$ cat src/glcg_pkg.sv
// Shared types and defaults for the grid line cell generator.
// Used by the stepper and the top level; no dependencies.
package glcg_pkg;

    localparam int COORD_BITS_DEF = 10;
    localparam int MAX_CELLS_DEF  = 64;

    // Status of the line stepper toward the sequencer
    typedef struct packed {
        logic span_error;  // major span does not fit the buffer
        logic backward;    // walk ran goal to start, emit reversed
        logic at_end;      // current cell is the last one of the walk
    } t_step_status;

endpackage

$ cat src/grid_line_cell_generator_top.sv
// Grid line cell generator top: stream ports, sequencer, output register.
// Depends on glcg_pkg, glcg_stepper and glcg_buffer.
//
// Takes one segment (start cell, goal cell) and returns the cells of an integer
// Bresenham line from start to goal, one request per cell, tlast on the final
// cell. A segment of major span M has M+1 cells. Starting the cycle after it is
// accepted, the stepper writes one cell a cycle to the cell buffer; then the
// buffer is read, one cell a cycle while the output is not stalled, and each
// read moves into the output register. The input is ready again once the last
// read has moved into the output register; a stalled output holds the sequencer
// cycle for cycle. Buffer read order is reversed when the walk ran from goal to
// start. A span above MAX_CELLS-1 returns a single request with tuser set and
// zero cells. The input side is ready only between segments.
module grid_line_cell_generator_top #(
    parameter int COORD_BITS = glcg_pkg::COORD_BITS_DEF,
    parameter int MAX_CELLS  = glcg_pkg::MAX_CELLS_DEF,
    parameter int IN_BITS    = ((4 * COORD_BITS + 7) / 8) * 8,
    parameter int OUT_BITS   = ((2 * COORD_BITS + 7) / 8) * 8
) (
    input  logic                i_clk,
    input  logic                i_rst_n,
    input  logic                i_s_axis_tvalid,
    output logic                o_s_axis_tready,
    // start_x, start_y, goal_x, goal_y from bit 0 up, zero padded
    input  logic [IN_BITS-1:0]  i_s_axis_tdata,
    output logic                o_m_axis_tvalid,
    input  logic                i_m_axis_tready,
    // cell_x, cell_y from bit 0 up, zero padded
    output logic [OUT_BITS-1:0] o_m_axis_tdata,
    output logic                o_m_axis_tlast,
    // span_error
    output logic                o_m_axis_tuser
);
    import glcg_pkg::*;

    localparam int ADDR_BITS = $clog2(MAX_CELLS);
    localparam int CNT_BITS  = $clog2(MAX_CELLS + 1);
    localparam int CELL_BITS = 2 * COORD_BITS;

    localparam logic [1:0] S_IDLE = 2'd0;
    localparam logic [1:0] S_GEN  = 2'd1;
    localparam logic [1:0] S_EMIT = 2'd2;
    localparam logic [1:0] S_ERR  = 2'd3;

    logic [1:0]            r_state, n_state;
    logic [CNT_BITS-1:0]   r_wr, r_issue, r_cnt;
    logic                  r_pend, r_pend_last;
    logic                  r_out_vld, r_out_last, r_out_err;
    logic [CELL_BITS-1:0]  r_out_cell;

    logic                  accept, gen_write, issue, move, out_free;
    logic [CNT_BITS-1:0]   rd_index;
    logic [COORD_BITS-1:0] cell_x, cell_y;
    logic [CELL_BITS-1:0]  rd_data;
    t_step_status          status;

    assign accept    = i_s_axis_tvalid && o_s_axis_tready;
    assign out_free  = !r_out_vld || i_m_axis_tready;
    assign gen_write = (r_state == S_GEN) && !status.span_error;
    assign move      = r_pend && out_free;
    assign issue     = (r_state == S_EMIT) && (r_issue != r_cnt) && (!r_pend || move);
    assign rd_index  = status.backward ? r_cnt - 1'b1 - r_issue : r_issue;

    glcg_stepper #(
        .COORD_BITS (COORD_BITS),
        .MAX_CELLS  (MAX_CELLS)
    ) u_stepper (
        .i_clk     (i_clk),
        .i_rst_n   (i_rst_n),
        .i_load    (accept),
        .i_step    (gen_write),
        .i_start_x (i_s_axis_tdata[COORD_BITS-1:0]),
        .i_start_y (i_s_axis_tdata[2*COORD_BITS-1:COORD_BITS]),
        .i_goal_x  (i_s_axis_tdata[3*COORD_BITS-1:2*COORD_BITS]),
        .i_goal_y  (i_s_axis_tdata[4*COORD_BITS-1:3*COORD_BITS]),
        .o_cell_x  (cell_x),
        .o_cell_y  (cell_y),
        .o_status  (status)
    );

    glcg_buffer #(
        .DEPTH (MAX_CELLS),
        .WIDTH (CELL_BITS)
    ) u_buffer (
        .i_clk   (i_clk),
        .i_we    (gen_write),
        .i_waddr (r_wr[ADDR_BITS-1:0]),
        .i_wdata ({cell_x, cell_y}),
        .i_re    (issue),
        .i_raddr (rd_index[ADDR_BITS-1:0]),
        .o_rdata (rd_data)
    );

    always_comb begin
        n_state = r_state;
        case (r_state)
            S_IDLE: begin
                if (accept) n_state = S_GEN;
            end
            S_GEN: begin
                if (status.span_error) n_state = S_ERR;
                else if (status.at_end) n_state = S_EMIT;
            end
            S_EMIT: begin
                if (move && r_pend_last) n_state = S_IDLE;
            end
            S_ERR: begin
                if (out_free) n_state = S_IDLE;
            end
            default: n_state = S_IDLE;
        endcase
    end

    always_ff @(posedge i_clk) begin
        if (!i_rst_n) begin
            r_state   <= S_IDLE;
            r_wr      <= '0;
            r_issue   <= '0;
            r_cnt     <= '0;
            r_pend    <= 1'b0;
            r_out_vld <= 1'b0;
        end else begin
            r_state <= n_state;
            if (accept) begin
                r_wr    <= '0;
                r_issue <= '0;
            end else if (gen_write) begin
                r_wr <= r_wr + 1'b1;
                // count latches as the final cell goes in
                if (status.at_end) r_cnt <= r_wr + 1'b1;
            end
            if (issue) begin
                r_issue <= r_issue + 1'b1;
                r_pend  <= 1'b1;
            end else if (move) begin
                r_pend <= 1'b0;
            end
            if (move || (r_state == S_ERR && out_free)) begin
                r_out_vld <= 1'b1;
            end else if (i_m_axis_tready) begin
                r_out_vld <= 1'b0;
            end
        end
    end

    always_ff @(posedge i_clk) begin
        if (issue) begin
            r_pend_last <= (r_issue == r_cnt - 1'b1);
        end
        if (move) begin
            r_out_cell <= rd_data;
            r_out_last <= r_pend_last;
            r_out_err  <= 1'b0;
        end else if (r_state == S_ERR && out_free) begin
            r_out_cell <= '0;
            r_out_last <= 1'b1;
            r_out_err  <= 1'b1;
        end
    end

    assign o_s_axis_tready = (r_state == S_IDLE);
    assign o_m_axis_tvalid = r_out_vld;
    assign o_m_axis_tdata  = OUT_BITS'({r_out_cell[COORD_BITS-1:0],
                                        r_out_cell[CELL_BITS-1:COORD_BITS]});
    assign o_m_axis_tlast  = r_out_last;
    assign o_m_axis_tuser  = r_out_err;

endmodule

$ cat src/glcg_buffer.sv
// Cell buffer: one write port, one read port with registered read data.
// Depends on nothing but its parameters.
module glcg_buffer #(
    parameter int DEPTH = 64,
    parameter int WIDTH = 20
) (
    input  logic                     i_clk,
    input  logic                     i_we,
    input  logic [$clog2(DEPTH)-1:0] i_waddr,
    input  logic [WIDTH-1:0]         i_wdata,
    input  logic                     i_re,
    input  logic [$clog2(DEPTH)-1:0] i_raddr,
    output logic [WIDTH-1:0]         o_rdata
);

    logic [WIDTH-1:0] r_mem [DEPTH];
    logic [WIDTH-1:0] r_rdata;

    always_ff @(posedge i_clk) begin
        if (i_we) begin
            r_mem[i_waddr] <= i_wdata;
        end
    end

    always_ff @(posedge i_clk) begin
        if (i_re) begin
            r_rdata <= r_mem[i_raddr];
        end
    end

    assign o_rdata = r_rdata;

endmodule

$ cat src/glcg_stepper.sv
// Line stepper: orients a segment on load, then advances one cell per step
// through a shared error add / compare / subtract unit. Uses glcg_pkg.
module glcg_stepper #(
    parameter int COORD_BITS = glcg_pkg::COORD_BITS_DEF,
    parameter int MAX_CELLS  = glcg_pkg::MAX_CELLS_DEF
) (
    input  logic                      i_clk,
    input  logic                      i_rst_n,
    input  logic                      i_load,
    input  logic                      i_step,
    input  logic [COORD_BITS-1:0]     i_start_x,
    input  logic [COORD_BITS-1:0]     i_start_y,
    input  logic [COORD_BITS-1:0]     i_goal_x,
    input  logic [COORD_BITS-1:0]     i_goal_y,
    output logic [COORD_BITS-1:0]     o_cell_x,
    output logic [COORD_BITS-1:0]     o_cell_y,
    output glcg_pkg::t_step_status    o_status
);
    import glcg_pkg::*;

    localparam int SPAN_BITS = (MAX_CELLS > 2) ? $clog2(MAX_CELLS) : 1;
    localparam int ERR_BITS  = SPAN_BITS + 1;
    localparam int WIDE      = COORD_BITS + SPAN_BITS;

    logic [COORD_BITS-1:0] r_pos, r_mpos;
    logic [SPAN_BITS-1:0]  r_left, r_major, r_minor;
    logic [ERR_BITS-1:0]   r_err;
    logic                  r_along, r_down, r_backward, r_span_err;

    logic [COORD_BITS-1:0] x1, y1, x2, y2, dx, dy, major_c, minor_c;
    logic [WIDE-1:0]       major_w, minor_w;
    logic [1:0]            mode;
    logic                  along, backward;
    logic [ERR_BITS-1:0]   err_sum, err_next;

    // orient the segment
    always_comb begin
        dx = (i_start_x > i_goal_x) ? i_start_x - i_goal_x : i_goal_x - i_start_x;
        dy = (i_start_y > i_goal_y) ? i_start_y - i_goal_y : i_goal_y - i_start_y;
        x1 = i_start_x;
        y1 = i_start_y;
        x2 = i_goal_x;
        y2 = i_goal_y;
        if (i_start_x > i_goal_x && i_start_y > i_goal_y) begin
            x1 = i_goal_x;
            x2 = i_start_x;
            y1 = i_goal_y;
            y2 = i_start_y;
            mode = 2'd0;
        end else if (i_goal_x >= i_start_x && i_goal_y >= i_start_y) begin
            mode = 2'd2;
        end else if (i_goal_y < i_start_y) begin
            y1 = i_goal_y;
            y2 = i_start_y;
            mode = 2'd1;
        end else begin
            x1 = i_goal_x;
            x2 = i_start_x;
            mode = 2'd3;
        end
        along    = dx >= dy;
        major_c  = along ? dx : dy;
        minor_c  = along ? dy : dx;
        major_w  = WIDE'(major_c);
        minor_w  = WIDE'(minor_c);
        backward = (mode == 2'd0) || (mode == 2'd1 && !along) || (mode == 2'd3 && along);
    end

    // shared error unit
    always_comb begin
        err_sum  = r_err + ERR_BITS'(r_minor);
        err_next = (err_sum >= ERR_BITS'(r_major)) ? err_sum - ERR_BITS'(r_major) : err_sum;
    end

    always_ff @(posedge i_clk) begin
        if (!i_rst_n) begin
            r_err      <= '0;
            r_left     <= '0;
            r_span_err <= 1'b0;
        end else if (i_load) begin
            r_err      <= '0;
            r_left     <= major_w[SPAN_BITS-1:0];
            r_span_err <= major_w > WIDE'(MAX_CELLS - 1);
        end else if (i_step) begin
            r_err  <= err_next;
            r_left <= r_left - 1'b1;
        end
    end

    always_ff @(posedge i_clk) begin
        if (i_load) begin
            r_along    <= along;
            r_major    <= major_w[SPAN_BITS-1:0];
            r_minor    <= minor_w[SPAN_BITS-1:0];
            r_backward <= backward;
            r_pos      <= along ? x1 : y1;
            r_down     <= mode[0];
            if (!mode[0]) begin
                r_mpos <= along ? y1 : x1;
            end else begin
                r_mpos <= along ? y2 : x2;
            end
        end else if (i_step) begin
            r_pos <= r_pos + 1'b1;
            if (err_sum >= ERR_BITS'(r_major)) begin
                r_mpos <= r_down ? r_mpos - 1'b1 : r_mpos + 1'b1;
            end
        end
    end

    assign o_cell_x            = r_along ? r_pos : r_mpos;
    assign o_cell_y            = r_along ? r_mpos : r_pos;
    assign o_status.span_error = r_span_err;
    assign o_status.backward   = r_backward;
    assign o_status.at_end     = (r_left == '0);

endmodule
$ cat config.mk
export PLATFORM = sky130hd
export DESIGN_NAME = grid_line_cell_generator_top
export DESIGN_NICKNAME = d
export VERILOG_FILES = /design/src/glcg_pkg.sv /design/src/grid_line_cell_generator_top.sv /design/src/glcg_buffer.sv /design/src/glcg_stepper.sv
export SDC_FILE = /design/constraint.sdc
export NUM_CORES = 2
export LEC_CHECK = 0
export BUFFER_PORTS_ARGS = -buffer_cell sky130_fd_sc_hd__buf_2
export CORE_MARGIN = 2
export CORE_UTILIZATION = 35
export DETAILED_ROUTE_END_ITERATION = 16
export PLACE_DENSITY = 0.6
export SETUP_SLACK_MARGIN = 0.4
export SLEW_MARGIN = 20
export SYNTH_ARGS = -nofsm -noshare
export SYNTH_HDL_FRONTEND = slang
export SYNTH_SLANG_ARGS = --single-unit
$ cat constraint.sdc
create_clock -name i_clk -period 11 [get_ports i_clk]
set_input_delay 3.3 -clock i_clk [delete_from_list [all_inputs] [get_ports i_clk]]
set_output_delay 3.3 -clock i_clk [all_outputs]
set_load 0.005 [all_outputs]
==> results.sh <==
export IMPL_status="complete, no violations"
export IMPL_cp_required_ns=11.50
export IMPL_yosys_top_cells_count="edfxtp_1 (1,357), mux4_2 (320), nand2_1 (225), nor2_1 (134), a211oi_1 (118)"
export IMPL_place_area_mm2=0.0617
export IMPL_yosysTopAreaCellShare=0.699
export IMPL_drive_above_1_share=0.231
export IMPL_synth_most_common_cell="edfxtp_1"
export IMPL_row_count=149
export IMPL_clkPwrFrac=0.245
export IMPL_core_area_mm2=0.165
export IMPL_wirelength_um=143000
export IMPL_avgSynthCellArea_um2=18.0
export IMPL_rsz0062_at_grt="no"
export IMPL_regArea_mm2=0.0415
export IMPL_wl_per_cell_um=25.2
export IMPL_ys_flop_type="edfxtp_1"
export IMPL_yosysWarnings=0
export IMPL_combPwrFrac=0.381
export IMPL_pre_cts_slack_ns=2.39
export IMPL_hpwl_um=80000
export IMPL_cts_tree="done"
export IMPL_io_pins=72
export IMPL_area_delta_synth_final_pct=13.8
export IMPL_firstDrtPassIters=7
export IMPL_cts_resized=0
export IMPL_cts_buffers=143
export IMPL_worstPathArrival_ns=8.40
export IMPL_grt_pass1_wl_um=210000
export IMPL_route_vias_total=30400
export IMPL_setup_slack_ns=3.10
export IMPL_ys_seq_area_frac=0.713
export IMPL_final_fill_count=14900
export IMPL_total_power_mw=19.6
export IMPL_p_per_area_mw_per_mm2=296
export IMPL_p_leak_nw=21.5
export IMPL_async_flop_share=0
export IMPL_post_cts_buffers=0
export IMPL_routabilityCongestion=0.844
export IMPL_cts_sinks=1397
export IMPL_syn_cell_area_mm2=0.0583
export IMPL_syn_inst=3244
export IMPL_finalSetupTns_ns=0
export IMPL_stdcell_area_mm2=0.0663
export IMPL_max_cap_violations=0
export IMPL_p_seq_frac=0.374
export IMPL_setup_viol=0
export IMPL_cp_end_kind="register"
export IMPL_synth_area_leaders="edfxtp_1 (70%), mux4_2 (12%), ha_1 (1.7%)"
export IMPL_htreeDepth=4
export IMPL_fin_crit_sh=0.718
export IMPL_net_switching_power_mw=7.23
export IMPL_first_iter_violations=2899
export IMPL_cts_hold_buf=0
export IMPL_ir_worst_vdd_uv=374
export IMPL_floorplan_initialDensity=0.353
export IMPL_relSlewSlack=0.283
export IMPL_grt_max_degree=112
export IMPL_port_buffers=67
export IMPL_fp_dieW_um=412
export IMPL_switching_share=0.368
export IMPL_die_area_mm2=0.170
export IMPL_hold_path_class="reg2reg"
export IMPL_drtAntennaViolNets=0
export IMPL_drv_slew=0
export IMPL_maxClockFrequency_mhz=127
export IMPL_grt_usage=0.168
export IMPL_crit_fanout=17
export IMPL_p_int_mw=12.4
export IMPL_worst_pin_slew_ns=1.07
export IMPL_crit_type="in2reg"
export IMPL_synth_seq_cells=1397
export IMPL_start_kind="input port"
export IMPL_overflow=0
export IMPL_finalClockSkew_ns=0.0290
export IMPL_drc_errors=0
export IMPL_finalHoldViolCount=0
export IMPL_cts_root_buf="clkbuf_16"
export IMPL_multi_input_area_mm2=0.0160
export IMPL_die_h_um=412
export IMPL_ctsLongestPathBuffers=3
export IMPL_fin_crit_ns=7.90
export IMPL_synth_area_leader_cell="edfxtp_1"
export IMPL_synth_edf_count=1357
export IMPL_avgViaCountPerCell=5.37
export IMPL_nets=3497
export IMPL_synth_cell_type_count=74
export IMPL_first_global_vias=30800
export IMPL_antenna_found_initial=0
export IMPL_clkSlewWorstSetupHoldPaths_ns=0.06
export IMPL_clk_latency_ns=0.78
-- per-stage QoR --
step | util | hold WS [ns] | std cells
6_report | 0.402 | 0.503 | 5665
5_1_grt | 0.401 | 0.520 | 5662
4_1_cts | 0.401 | 0.506 | 5662
3_5_place_dp | 0.374 | 0.498 | 5409
3_3_place_gp | 0.374 | 0.490 | 5409
2_1_floorplan | - | 0.461 | 3247
-- sequential cells by signal, summed over array words and instances, names as in the netlist, 2 cells and up --
register,flops
r_cnt,7
r_issue,7
r_out_cell,20
r_state,2
r_wr,7
u_buffer.o_rdata,20
u_buffer.r_mem,1280
u_stepper.r_err,7
u_stepper.r_left,6
u_stepper.r_major,6
u_stepper.r_minor,6
u_stepper.r_mpos,10
u_stepper.r_pos,10
-- final cells by class --
cell class	instances	share of cell area
clock buffers	183	0.0580
diodes	3	0.000113
multi-input cells	1577	0.241
flip-flops and latches	1397	0.626
inverters	84	0.00494
repair buffers	162	0.0166
clock inverters	70	0.0114
well taps	2189	0.0413
-- critical path, cell delays in order --
cell       delay, ns
buf_2           0.11
inv_1           0.08
ha_1            0.18
inv_1           0.06
fa_1            0.38
a21o_1          0.20
a221oi_2        0.35
nand2_1         0.12
nand2_1         0.45
mux2_2          0.40
a22oi_1         0.22
xnor2_1         0.12
ha_1            0.22
a2111oi_0       0.38
o21ai_0         0.20
o22ai_1         0.20
a21o_1          0.75
buf_4           0.35
mux2i_1         0.22
o21ai_0         0.09
-- logic make-up (layout without fill, tap and decap cells) --
kind of cell,count (synthesis),count (layout),synth area share
flops,1397,1397,0.713
other cells,1,7,0.0000643
simple gates,560,560,0.0450
compound gates,434,434,0.0503
mux,429,429,0.143
xor+xnor,62,62,0.00931
buf+inv,273,499,0.0199
fa+ha+maj,88,88,0.0199
-- layer usage --
metal  part of all wire  vias up  track usage
met5                  0        -            0
met4              0.023        0       0.0512
met3              0.063      188       0.0318
met2               0.48      882        0.271
met1               0.43    16100        0.231
li1                   -    13300            -
-- path summary, 6_finish.rpt --
check	from	end	slack (ns)	depth (start not counted)
max	i_s_axis_tdata[0]	u_stepper.r_pos[8]$_DFFE_PP_	3.10	20
min	u_stepper.r_err[5]$_SDFFE_PP0P_	u_stepper.r_err[5]$_SDFFE_PP0P_	0.50	2
max reg2reg	u_stepper.r_backward$_DFFE_PP_	u_buffer.o_rdata[3]$_DFFE_PP_	5.61	10
min reg2reg	u_stepper.r_err[5]$_SDFFE_PP0P_	u_stepper.r_err[5]$_SDFFE_PP0P_	0.50	2
-- power groups by stage --
stage	clock network [mW]	registers, mW	logic [mW]
6_report	4.80	7.34	7.49
5_1_grt	5.08	7.36	8.07
4_1_cts	4.89	7.34	7.58
3_5_place_dp	0	7.45	7.56
3_3_place_gp	0	7.45	7.50
2_1_floorplan	0	7.38	4.71
-- placed cells by master, fill, tap and decap left out, types with 16 or more instances in the layout --
master,instances
a211oi_1,117
a21o_1,24
a21oi_1,101
a311oi_1,41
a31oi_1,47
and2_1,87
and3_1,32
buf_2,67
buf_4,91
clkbuf_1,34
clkbuf_16,148
clkinv_1,16
clkinv_2,25
dfxtp_1,40
edfxtp_1,1357
ha_1,80
inv_1,81
mux2_2,22
mux2i_1,84
mux4_2,320
nand2_1,225
nor2_1,70
nor2_2,39
nor2_4,25
o21ai_0,42
xnor2_1,36
xor2_1,26
No activity file was read; power rests on OpenSTA's default activity.
